**src/design/qarc_pkg.sv**
```systemverilog
package qarc_pkg;

  localparam int QW = 16;
  localparam int AW = 24;
  localparam int RW = 20;
  localparam int TW = 24;
  localparam int GW = 16;
  localparam int ADDR_W = 3;
  localparam int DATA_W = 32;

  localparam int PW = 2 * QW;
  localparam int SW = PW + 2;
  localparam int GPW = GW + 1 + SW;
  localparam int APW = AW + SW;
  localparam int ASW = APW + 2;

  localparam int RATE_SHIFT = 26;
  localparam int THR_SHIFT = 28;

  localparam logic [GW-1:0] GAIN_RESET = 16'd5120;
  localparam logic signed [RW-1:0] RATE_MAX = 20'sd262144;
  localparam logic signed [RW-1:0] RATE_MIN = -20'sd262144;
  localparam logic signed [TW-1:0] THR_MAX = 24'sh7FFFFF;
  localparam logic signed [TW-1:0] THR_MIN = 24'sh800000;

  localparam logic ADDR_GAIN = 1'b0;

  typedef struct packed {
    logic                 valid;
    logic                 neg;
    logic signed [SW-1:0] ev_x;
    logic signed [SW-1:0] ev_y;
    logic signed [SW-1:0] ev_z;
    logic signed [SW-1:0] zx;
    logic signed [SW-1:0] zy;
    logic signed [SW-1:0] zz;
    logic signed [AW-1:0] ax;
    logic signed [AW-1:0] ay;
    logic signed [AW-1:0] az;
  } qarc_err_t;

endpackage

```
**src/design/qarc_cfg.sv**
```systemverilog
module qarc_cfg (
  input  logic                          clk,
  input  logic                          rst,
  input  logic                          psel,
  input  logic                          penable,
  input  logic                          pwrite,
  input  logic [qarc_pkg::ADDR_W-1:0]   paddr,
  input  logic [qarc_pkg::DATA_W-1:0]   pwdata,
  output logic [qarc_pkg::DATA_W-1:0]   prdata,
  output logic                          pready,
  output logic [qarc_pkg::GW-1:0]       gain
);
  import qarc_pkg::*;

  logic wr_en;

  assign pready = 1'b1;
  assign wr_en = psel && penable && pwrite && pready && (paddr[ADDR_W-1] == ADDR_GAIN);

  always_ff @(posedge clk) begin
    if (rst) begin
      gain <= GAIN_RESET;
    end else if (wr_en) begin
      gain <= pwdata[GW-1:0];
    end
  end

  always_comb begin
    if (paddr[ADDR_W-1] == ADDR_GAIN) begin
      prdata = DATA_W'(gain);
    end else begin
      prdata = '0;
    end
  end

endmodule

```
**config.mk**
```make
export PLATFORM = sky130hd
export DESIGN_NAME = qarc_cfg
export DESIGN_NICKNAME = d
export VERILOG_FILES = /design/src/design/qarc_pkg.sv /design/src/design/qarc_cfg.sv
export SDC_FILE = /design/constraint.sdc
export NUM_CORES = 1
export LEC_CHECK = 0
export ABC_AREA = 1
export CORE_ASPECT_RATIO = 0.9
export CORE_MARGIN = 10
export CORE_UTILIZATION = 60
export DETAILED_ROUTE_END_ITERATION = 10
export DONT_BUFFER_PORTS = 1
export PLACE_DENSITY_LB_ADDON = 0.25
export SYNTH_ARGS = -nofsm -noshare
export SYNTH_HDL_FRONTEND = slang
export SYNTH_SLANG_ARGS = --single-unit
```
**constraint.sdc**
```tcl
create_clock -name clk -period 1.1 [get_ports clk]
set_input_delay 0.11 -clock clk [delete_from_list [all_inputs] [get_ports clk]]
set_output_delay 0.11 -clock clk [all_outputs]
set_load 0.05 [all_outputs]
```
==> results of run 1 <==
## how the worst min path moves through the flow
stage / end / slack, ns / cells after the start
CTS: gain[14] / 0.04 / 4
global route: gain[9] / 0.04 / 4
floorplan: gain[10] / 0.24 / 2
global placement: gain[12] / 0.24 / 2
detailed placement: gain[10] / 0.24 / 2
finish: gain[15] / 0.04 / 4
## metrics by stage
stage	hold slack [ns]	setup slack, ns
floorplan	0.236	0.0244
global placement	0.240	0.285
detailed placement	0.245	0.241
CTS	0.0407	0.000130
global route	0.0435	-0.0443
finish	0.0449	0.0181
## cells in the final DEF (no fill, tap or decap)
| cell type | count |
|---|---|
| sky130_fd_sc_hd__nor2_8 | 1 |
| sky130_fd_sc_hd__clkinv_2 | 1 |
| sky130_fd_sc_hd__dfxtp_2 | 16 |
| sky130_fd_sc_hd__inv_1 | 17 |
| sky130_fd_sc_hd__nor2_1 | 12 |
| sky130_fd_sc_hd__clkbuf_4 | 3 |
| sky130_fd_sc_hd__nand2_4 | 1 |
| sky130_fd_sc_hd__nand2_2 | 1 |
| sky130_fd_sc_hd__dlygate4sd3_1 | 2 |
| sky130_fd_sc_hd__nand3_1 | 16 |
| sky130_fd_sc_hd__buf_4 | 21 |
| sky130_fd_sc_hd__conb_1 | 17 |
| sky130_fd_sc_hd__nor2_4 | 17 |
| sky130_fd_sc_hd__nor2_2 | 16 |
| sky130_fd_sc_hd__inv_2 | 16 |
| sky130_fd_sc_hd__nand2_1 | 19 |
| sky130_fd_sc_hd__clkbuf_8 | 1 |
## repair_timing
item,in CTS,in global routing
gates cloned,0,0
resized for setup,1,14
setup buffers,2,3
pin swaps,2,7
endpoints found under the hold margin,2,0
hold buffers,2,0
setup endpoints to repair,2,15
## layout make-up
| type | count | area share |
|---|---|---|
| inverter | 34 | 0.0989 |
| clock buffer | 4 | 0.0279 |
| tap | 24 | 0.0231 |
| timing repair buffer | 23 | 0.136 |
| sequential | 16 | 0.261 |
| multi-input combinational | 100 | 0.452 |
## per-layer routing
metal,GRT usage,up-vias,share of wire
met2,0.248,44,0.54
met5,0,-,0
met4,0.0249,0,0
met3,0.0567,0,0.085
li1,-,456,-
met1,0.155,401,0.38
## logic make-up after synthesis
logic type	Yosys count	share of synthesized area
buf+inv	57	0.292
flops	16	0.309
other cells	2	0.00725
simple gates	83	0.391
## worst register-to-register path, stage by stage (launching register included)
cell and delay [ns]:
sky130_fd_sc_hd__dfxtp_2 0.34, sky130_fd_sc_hd__buf_4 0.13, sky130_fd_sc_hd__buf_4 0.18, sky130_fd_sc_hd__nor2_2 0.14, sky130_fd_sc_hd__nor2_2 0.05
## power breakdown
part	switching (µW)	leakage [µW]	internal (µW)	total (µW)
Combinational	365	0.000481	92.2	457
Clock	180	0.0000210	201	381
Sequential	16.4	0.000136	603	620
==> impl_metrics.sql, run 1 <==
INSERT INTO impl_metrics (metric_group, metric, value, unit) VALUES
('outcome', 'outcome', 'finished, final reports clean', ''),
('clock_tree', 'htree_levels', '1', ''),
('synth', 'syn-mean-instance-area', '6.56', 'µm²'),
('synth', 'yosysTopAreaCell', 'sky130_fd_sc_hd__dfxtp_1', ''),
('global_routing', 'pin_count_of_the_biggest_net_entering_global_routing', '19', ''),
('timing', 'finalClockSkew', '0', 'ns'),
('die', 'initial_utilization', '0.629', ''),
('layout', 'layout.cells.non_filler', '201', ''),
('synth', 'synth.top_cell.area_share', '0.309', ''),
('layout', 'post_route_cells_drive_above_1_share', '0.531', ''),
('die', 'fp.dieH', '59.4', 'µm'),
('drt', 'drt-vias-per-instance', '4.48', ''),
('synth', 'yosys_register_bits', '16', ''),
('clock_tree', 'number_of_buffers_on_the_longest_clock_path', '2', ''),
('power_and_ir_drop', 'leakage', '0.000638', 'µW'),
('worst_setup_path', 'reg2reg_setup_slack', '0.17', 'ns'),
('worst_setup_path', 'cp_slowest_stage_delay', '0.36', 'ns'),
('synth', 'post-synth-top-count-cell', 'sky130_fd_sc_hd__inv_1', ''),
('clock_tree', 'worst_setup_hold_path_clk_slew', '0.09', 'ns'),
('timing', 'min_period', '1.08', 'ns'),
('worst_setup_path', 'criticalPathCategory', 'reg2out', ''),
('worst_setup_path', 'timing.critical_path.cells', 'inv_2, nor2_4', ''),
('synth', 'yosys_warnings', '0', ''),
('timing', 'hold_violations', '0', ''),
('die', 'die_area', '3790', 'µm²'),
('global_routing', 'grt_antenna_before_repair', '0', ''),
('global_routing', 'grt_pass1_wl', '4.37', 'mm'),
('layout', 'area.sequential', '340', 'µm²'),
('power_and_ir_drop', 'power.total', '1460', 'µW'),
('global_routing', 'gr-total-overflow', '0', ''),
('clock_tree', 'tritoncts.num_buffers', '3', ''),
('worst_setup_path', 'worstPathRequired', '0.99', 'ns'),
('clock_tree', 'tritoncts_num_sinks', '16', ''),
('die', 'io-pin-count', '89', ''),
('clock_tree', 'clock_tree_from_tritoncts', 'yes', ''),
('synth', 'synth.top_cells.by_area', 'sky130_fd_sc_hd__dfxtp_1, sky130_fd_sc_hd__buf_4, sky130_fd_sc_hd__inv_1', ''),
('place', 'post_dp_cell_area', '1210', 'µm²'),
('drt', 'routed_wire_length_per_instance', '13.4', 'µm'),
('synth', 'post_synthesis_cell_count', '158', ''),
('drt', 'route.final.wire_length', '2.69', 'mm'),
('die', 'die_w', '63.8', 'µm'),
('global_routing', 'gr-usage-all-layers', '0.140', ''),
('clock_tree', 'root_buffer', 'sky130_fd_sc_hd__clkbuf_4', ''),
('global_routing', 'grt_pass1_vias', '930', ''),
('layout', 'area.growth.synth_to_final', '25.7', '%'),
('worst_setup_path', 'setup.worst_path.end', 'prdata[6]', ''),
('worst_setup_path', 'setup.worst_path.start', 'gain[6]', ''),
('timing', 'timing_max_transition_violations_final', '0', ''),
('timing', 'grt_setup_unrepaired', 'true', ''),
('synth', 'synth_edf_count', '0', ''),
('layout', 'net_count_final', '218', ''),
('synth', 'postSynth.asyncResetShare', '0', ''),
('synth', 'synth.cells.most_frequent', 'sky130_fd_sc_hd__inv_1, sky130_fd_sc_hd__nor2_1, sky130_fd_sc_hd__nand2_1, sky130_fd_sc_hd__buf_4', ''),
('worst_setup_path', 'critPathBufInv', '1', ''),
('layout', 'top_regs', 'gain x16', ''),
('layout', 'combined_area_of_the_multi_input_logic_cells', '589', 'µm²'),
('drt', 'drc', '0', ''),
('synth', 'mappedNetlistArea', '1040', 'µm²'),
('worst_setup_path', 'critical_path.top_delay_family', 'flip-flops', ''),
('timing', 'timing.fmax', '0.924', 'GHz'),
('drt', 'detailroute.via_count', '901', ''),
('drt', 'drt_iter0_drc', '16', ''),
('die', 'core_area', '1650', 'µm²'),
('place', 'placed_wire_length_estimate', '2.09', 'mm'),
('worst_setup_path', 'reg2regPathDepth', '4', ''),
('worst_setup_path', 'cp_data_arrival_time', '0.97', 'ns'),
('layout', 'layout.filler_cells', '140', ''),
('worst_setup_path', 'critical_path_cell_count', '2', ''),
('timing', 'fin_setup_tns', '0', 'ns'),
('power_and_ir_drop', 'power-per-cell-area', '1120', 'nW/µm²'),
('worst_setup_path', 'worst_r2r_startpoint', 'gain[3]', '');
No activity file was read; power rests on OpenSTA's default activity.
==> run 2, diff against run 1 <==
CORE_MARGIN = 2   (was 10)
GPL_TIMING_DRIVEN = 1   (was unset)
clock period = 1.3 ns   (was 1.1 ns; I/O delays follow)
==> impl_metrics.sql, run 2 (synthesis gave the netlist of run 1 again) <==
INSERT INTO impl_metrics (metric_group, metric, value, unit) VALUES
('outcome', 'outcome', 'finished, final reports clean', ''),
('clock_tree', 'tritoncts_num_sinks', '16', ''),
('layout', 'final_cell_mix', 'sky130_fd_sc_hd__inv_1, sky130_fd_sc_hd__nor2_2, sky130_fd_sc_hd__buf_4', ''),
('worst_setup_path', 'reg2regPathDepth', '3', ''),
('place', 'place_worst_setup_slack', '0.437', 'ns'),
('layout', 'finish.instance_area', '1320', 'µm²'),
('clock_tree', 'number_of_buffers_on_the_longest_clock_path', '2', ''),
('clock_tree', 'cts_repair_resize_count', '0', ''),
('layout', 'net_count_final', '222', ''),
('clock_tree', 'cts_setup_buffers', '0', ''),
('layout', 'layout_commonest_cell', 'sky130_fd_sc_hd__inv_1', ''),
('power_and_ir_drop', 'net_switching_power_of_the_design', '472', 'µW'),
('global_routing', 'grt_pass1_wl', '3.24', 'mm'),
('clock_tree', 'worst_setup_hold_path_clk_slew', '0.09', 'ns'),
('global_routing', 'grt_antenna_before_repair', '0', ''),
('layout', 'post_route_cells_drive_above_1_share', '0.348', ''),
('die', 'fp.dieH', '43.4', 'µm'),
('worst_setup_path', 'worst-path-max-fanout', '3', ''),
('power_and_ir_drop', 'netSwitchingFraction', '0.383', ''),
('min_path', 'hp-class', 'in2reg', ''),
('timing', 'timing.fmax', '0.869', 'GHz'),
('clock_tree', 'clock_tree_from_tritoncts', 'yes', ''),
('layout', 'largest_register', 'gain', ''),
('power_and_ir_drop', 'clock_power_share', '0.266', ''),
('die', 'die_area', '2080', 'µm²'),
('timing', 'hold-worst-slack', '0.0644', 'ns'),
('layout', 'area.growth.synth_to_final', '27.4', '%'),
('global_routing', 'gr-usage-all-layers', '0.216', ''),
('layout', 'largest_register_ffs', '16', ''),
('global_routing', 'grt_pass1_vias', '816', ''),
('die', 'initial_utilization', '0.629', ''),
('power_and_ir_drop', 'power-per-cell-area', '934', 'nW/µm²'),
('drt', 'route.final.wire_length', '2.11', 'mm'),
('place', 'placement.io_buffers', '0', ''),
('worst_setup_path', 'critPathLaunchType', 'register', ''),
('place', 'post_dp_cell_area', '1260', 'µm²'),
('timing', 'setup_viol', '0', ''),
('power_and_ir_drop', 'leakage', '0.000667', 'µW'),
('drt', 'drc', '0', ''),
('worst_setup_path', 'worstPathRequired', '1.17', 'ns'),
('timing', 'final_critical_path_setup_slack', '0.149', 'ns'),
('worst_setup_path', 'crit_path_end_kind', 'output pin', ''),
('clock_tree', 'root_buffer', 'sky130_fd_sc_hd__clkbuf_4', ''),
('global_routing', 'gr-total-overflow', '0', ''),
('drt', 'drt-vias-per-instance', '4.48', ''),
('worst_setup_path', 'reg2reg_setup_slack', '0.51', 'ns'),
('power_and_ir_drop', 'share_comb_of_total_power', '0.312', ''),
('timing', 'final_min_period_over_clock_period', '0.885', ''),
('power_and_ir_drop', 'seq_power_share', '0.422', ''),
('drt', 'drt-pass1-iter-count', '4', ''),
('global_routing', 'pin_count_of_the_biggest_net_entering_global_routing', '19', ''),
('drt', 'drt_iter0_drc', '8', ''),
('die', 'rows', '14', ''),
('worst_setup_path', 'worst_r2r_startpoint', 'gain[11]', ''),
('worst_setup_path', 'setup.worst_path.end', 'prdata[8]', ''),
('worst_setup_path', 'criticalPathCategory', 'reg2out', ''),
('place', 'place_congestion', '0.677', ''),
('timing', 'grt_setup_unrepaired', 'false', ''),
('layout', 'layout.filler_cells', '127', ''),
('die', 'io-pin-count', '89', ''),
('die', 'die_w', '47.8', 'µm'),
('clock_tree', 'tritoncts.num_buffers', '3', ''),
('worst_setup_path', 'setup.worst_path.start', 'gain[8]', ''),
('drt', 'detailroute.via_count', '918', ''),
('layout', 'top_regs', 'gain x16', ''),
('worst_setup_path', 'critical_path.reg2reg.endpoint', 'gain[11]', ''),
('drt', 'postRouteAntennaNets', '0', ''),
('layout', 'antennaDiodeCount', '0', ''),
('power_and_ir_drop', 'internal-power', '761', 'µW'),
('clock_tree', 'htree_levels', '1', ''),
('place', 'placed_wire_length_estimate', '1.65', 'mm'),
('timing', 'hold_violations', '0', ''),
('timing', 'finalClockSkew', '0', 'ns'),
('die', 'core_area', '1650', 'µm²'),
('job', 'max-cap-violations', '0', ''),
('drt', 'routed_wire_length_per_instance', '10.3', 'µm'),
('timing', 'min_period', '1.15', 'ns'),
('worst_setup_path', 'cp_data_arrival_time', '1.02', 'ns'),
('clock_tree', 'clk-insertion-delay-late', '0.28', 'ns'),
('timing', 'timing_max_transition_violations_final', '0', ''),
('power_and_ir_drop', 'peakVddDrop', '0.532', 'mV');
-- run 2: worst max-delay path, cell delays in order, from the launching register on --
cell and delay [ns]:
sky130_fd_sc_hd__dfxtp_1 0.37, sky130_fd_sc_hd__inv_1 0.09, sky130_fd_sc_hd__nor2_4 0.28
-- run 2: per-layer routing --
metal	share of wire	track usage	routed length, µm
met2	0.56	0.397	1190
met1	0.38	0.234	797
met5	0	0	0
met4	0.0047	0.0649	10
met3	0.054	0.0542	113
-- run 2: worst min path at each step --
stage | from | endpoint | slack [ns] | cells past startpoint
after floorplan | pwdata[10] | gain[10] | 0.26 | 2
after global placement | pwdata[12] | gain[12] | 0.26 | 2
after detailed placement | pwdata[10] | gain[10] | 0.27 | 2
after CTS | pwdata[1] | gain[1] | 0.06 | 4
after global routing | pwdata[1] | gain[1] | 0.08 | 4
final | pwdata[1] | gain[1] | 0.06 | 4
-- run 2: power groups by stage --
stage	Clock [µW]	Combinational (µW)	Sequential [µW]
final	328	385	520
after global routing	361	408	523
after CTS	334	385	520
after detailed placement	0	379	532
after global placement	0	373	530
after floorplan	0	316	591
-- run 2: layout make-up --
class / instances / area (µm²) / area share
inverters: 34 / 129 / 0.0976
repair buffers: 27 / 270 / 0.205
well taps: 24 / 30.0 / 0.0227
flip-flops and latches: 16 / 320 / 0.243
multi-input cells: 100 / 534 / 0.405
clock buffers: 4 / 36.3 / 0.0275
-- run 2: metrics by stage --
step	instances	setup TNS (ns)	util	power [µW]
2_1_floorplan	173	-0.784	-	907
3_3_place_gp	199	0	0.767	904
3_5_place_dp	199	0	0.767	911
4_1_cts	205	0	0.802	1240
5_1_grt	205	0	0.802	1290
6_report	205	0	0.802	1230
-- run 2: timing repair --
item	4_1_cts	5_1_grt
endpoints found under the setup margin	0	0
hold buffers	2	0
endpoints found under the hold margin	2	0
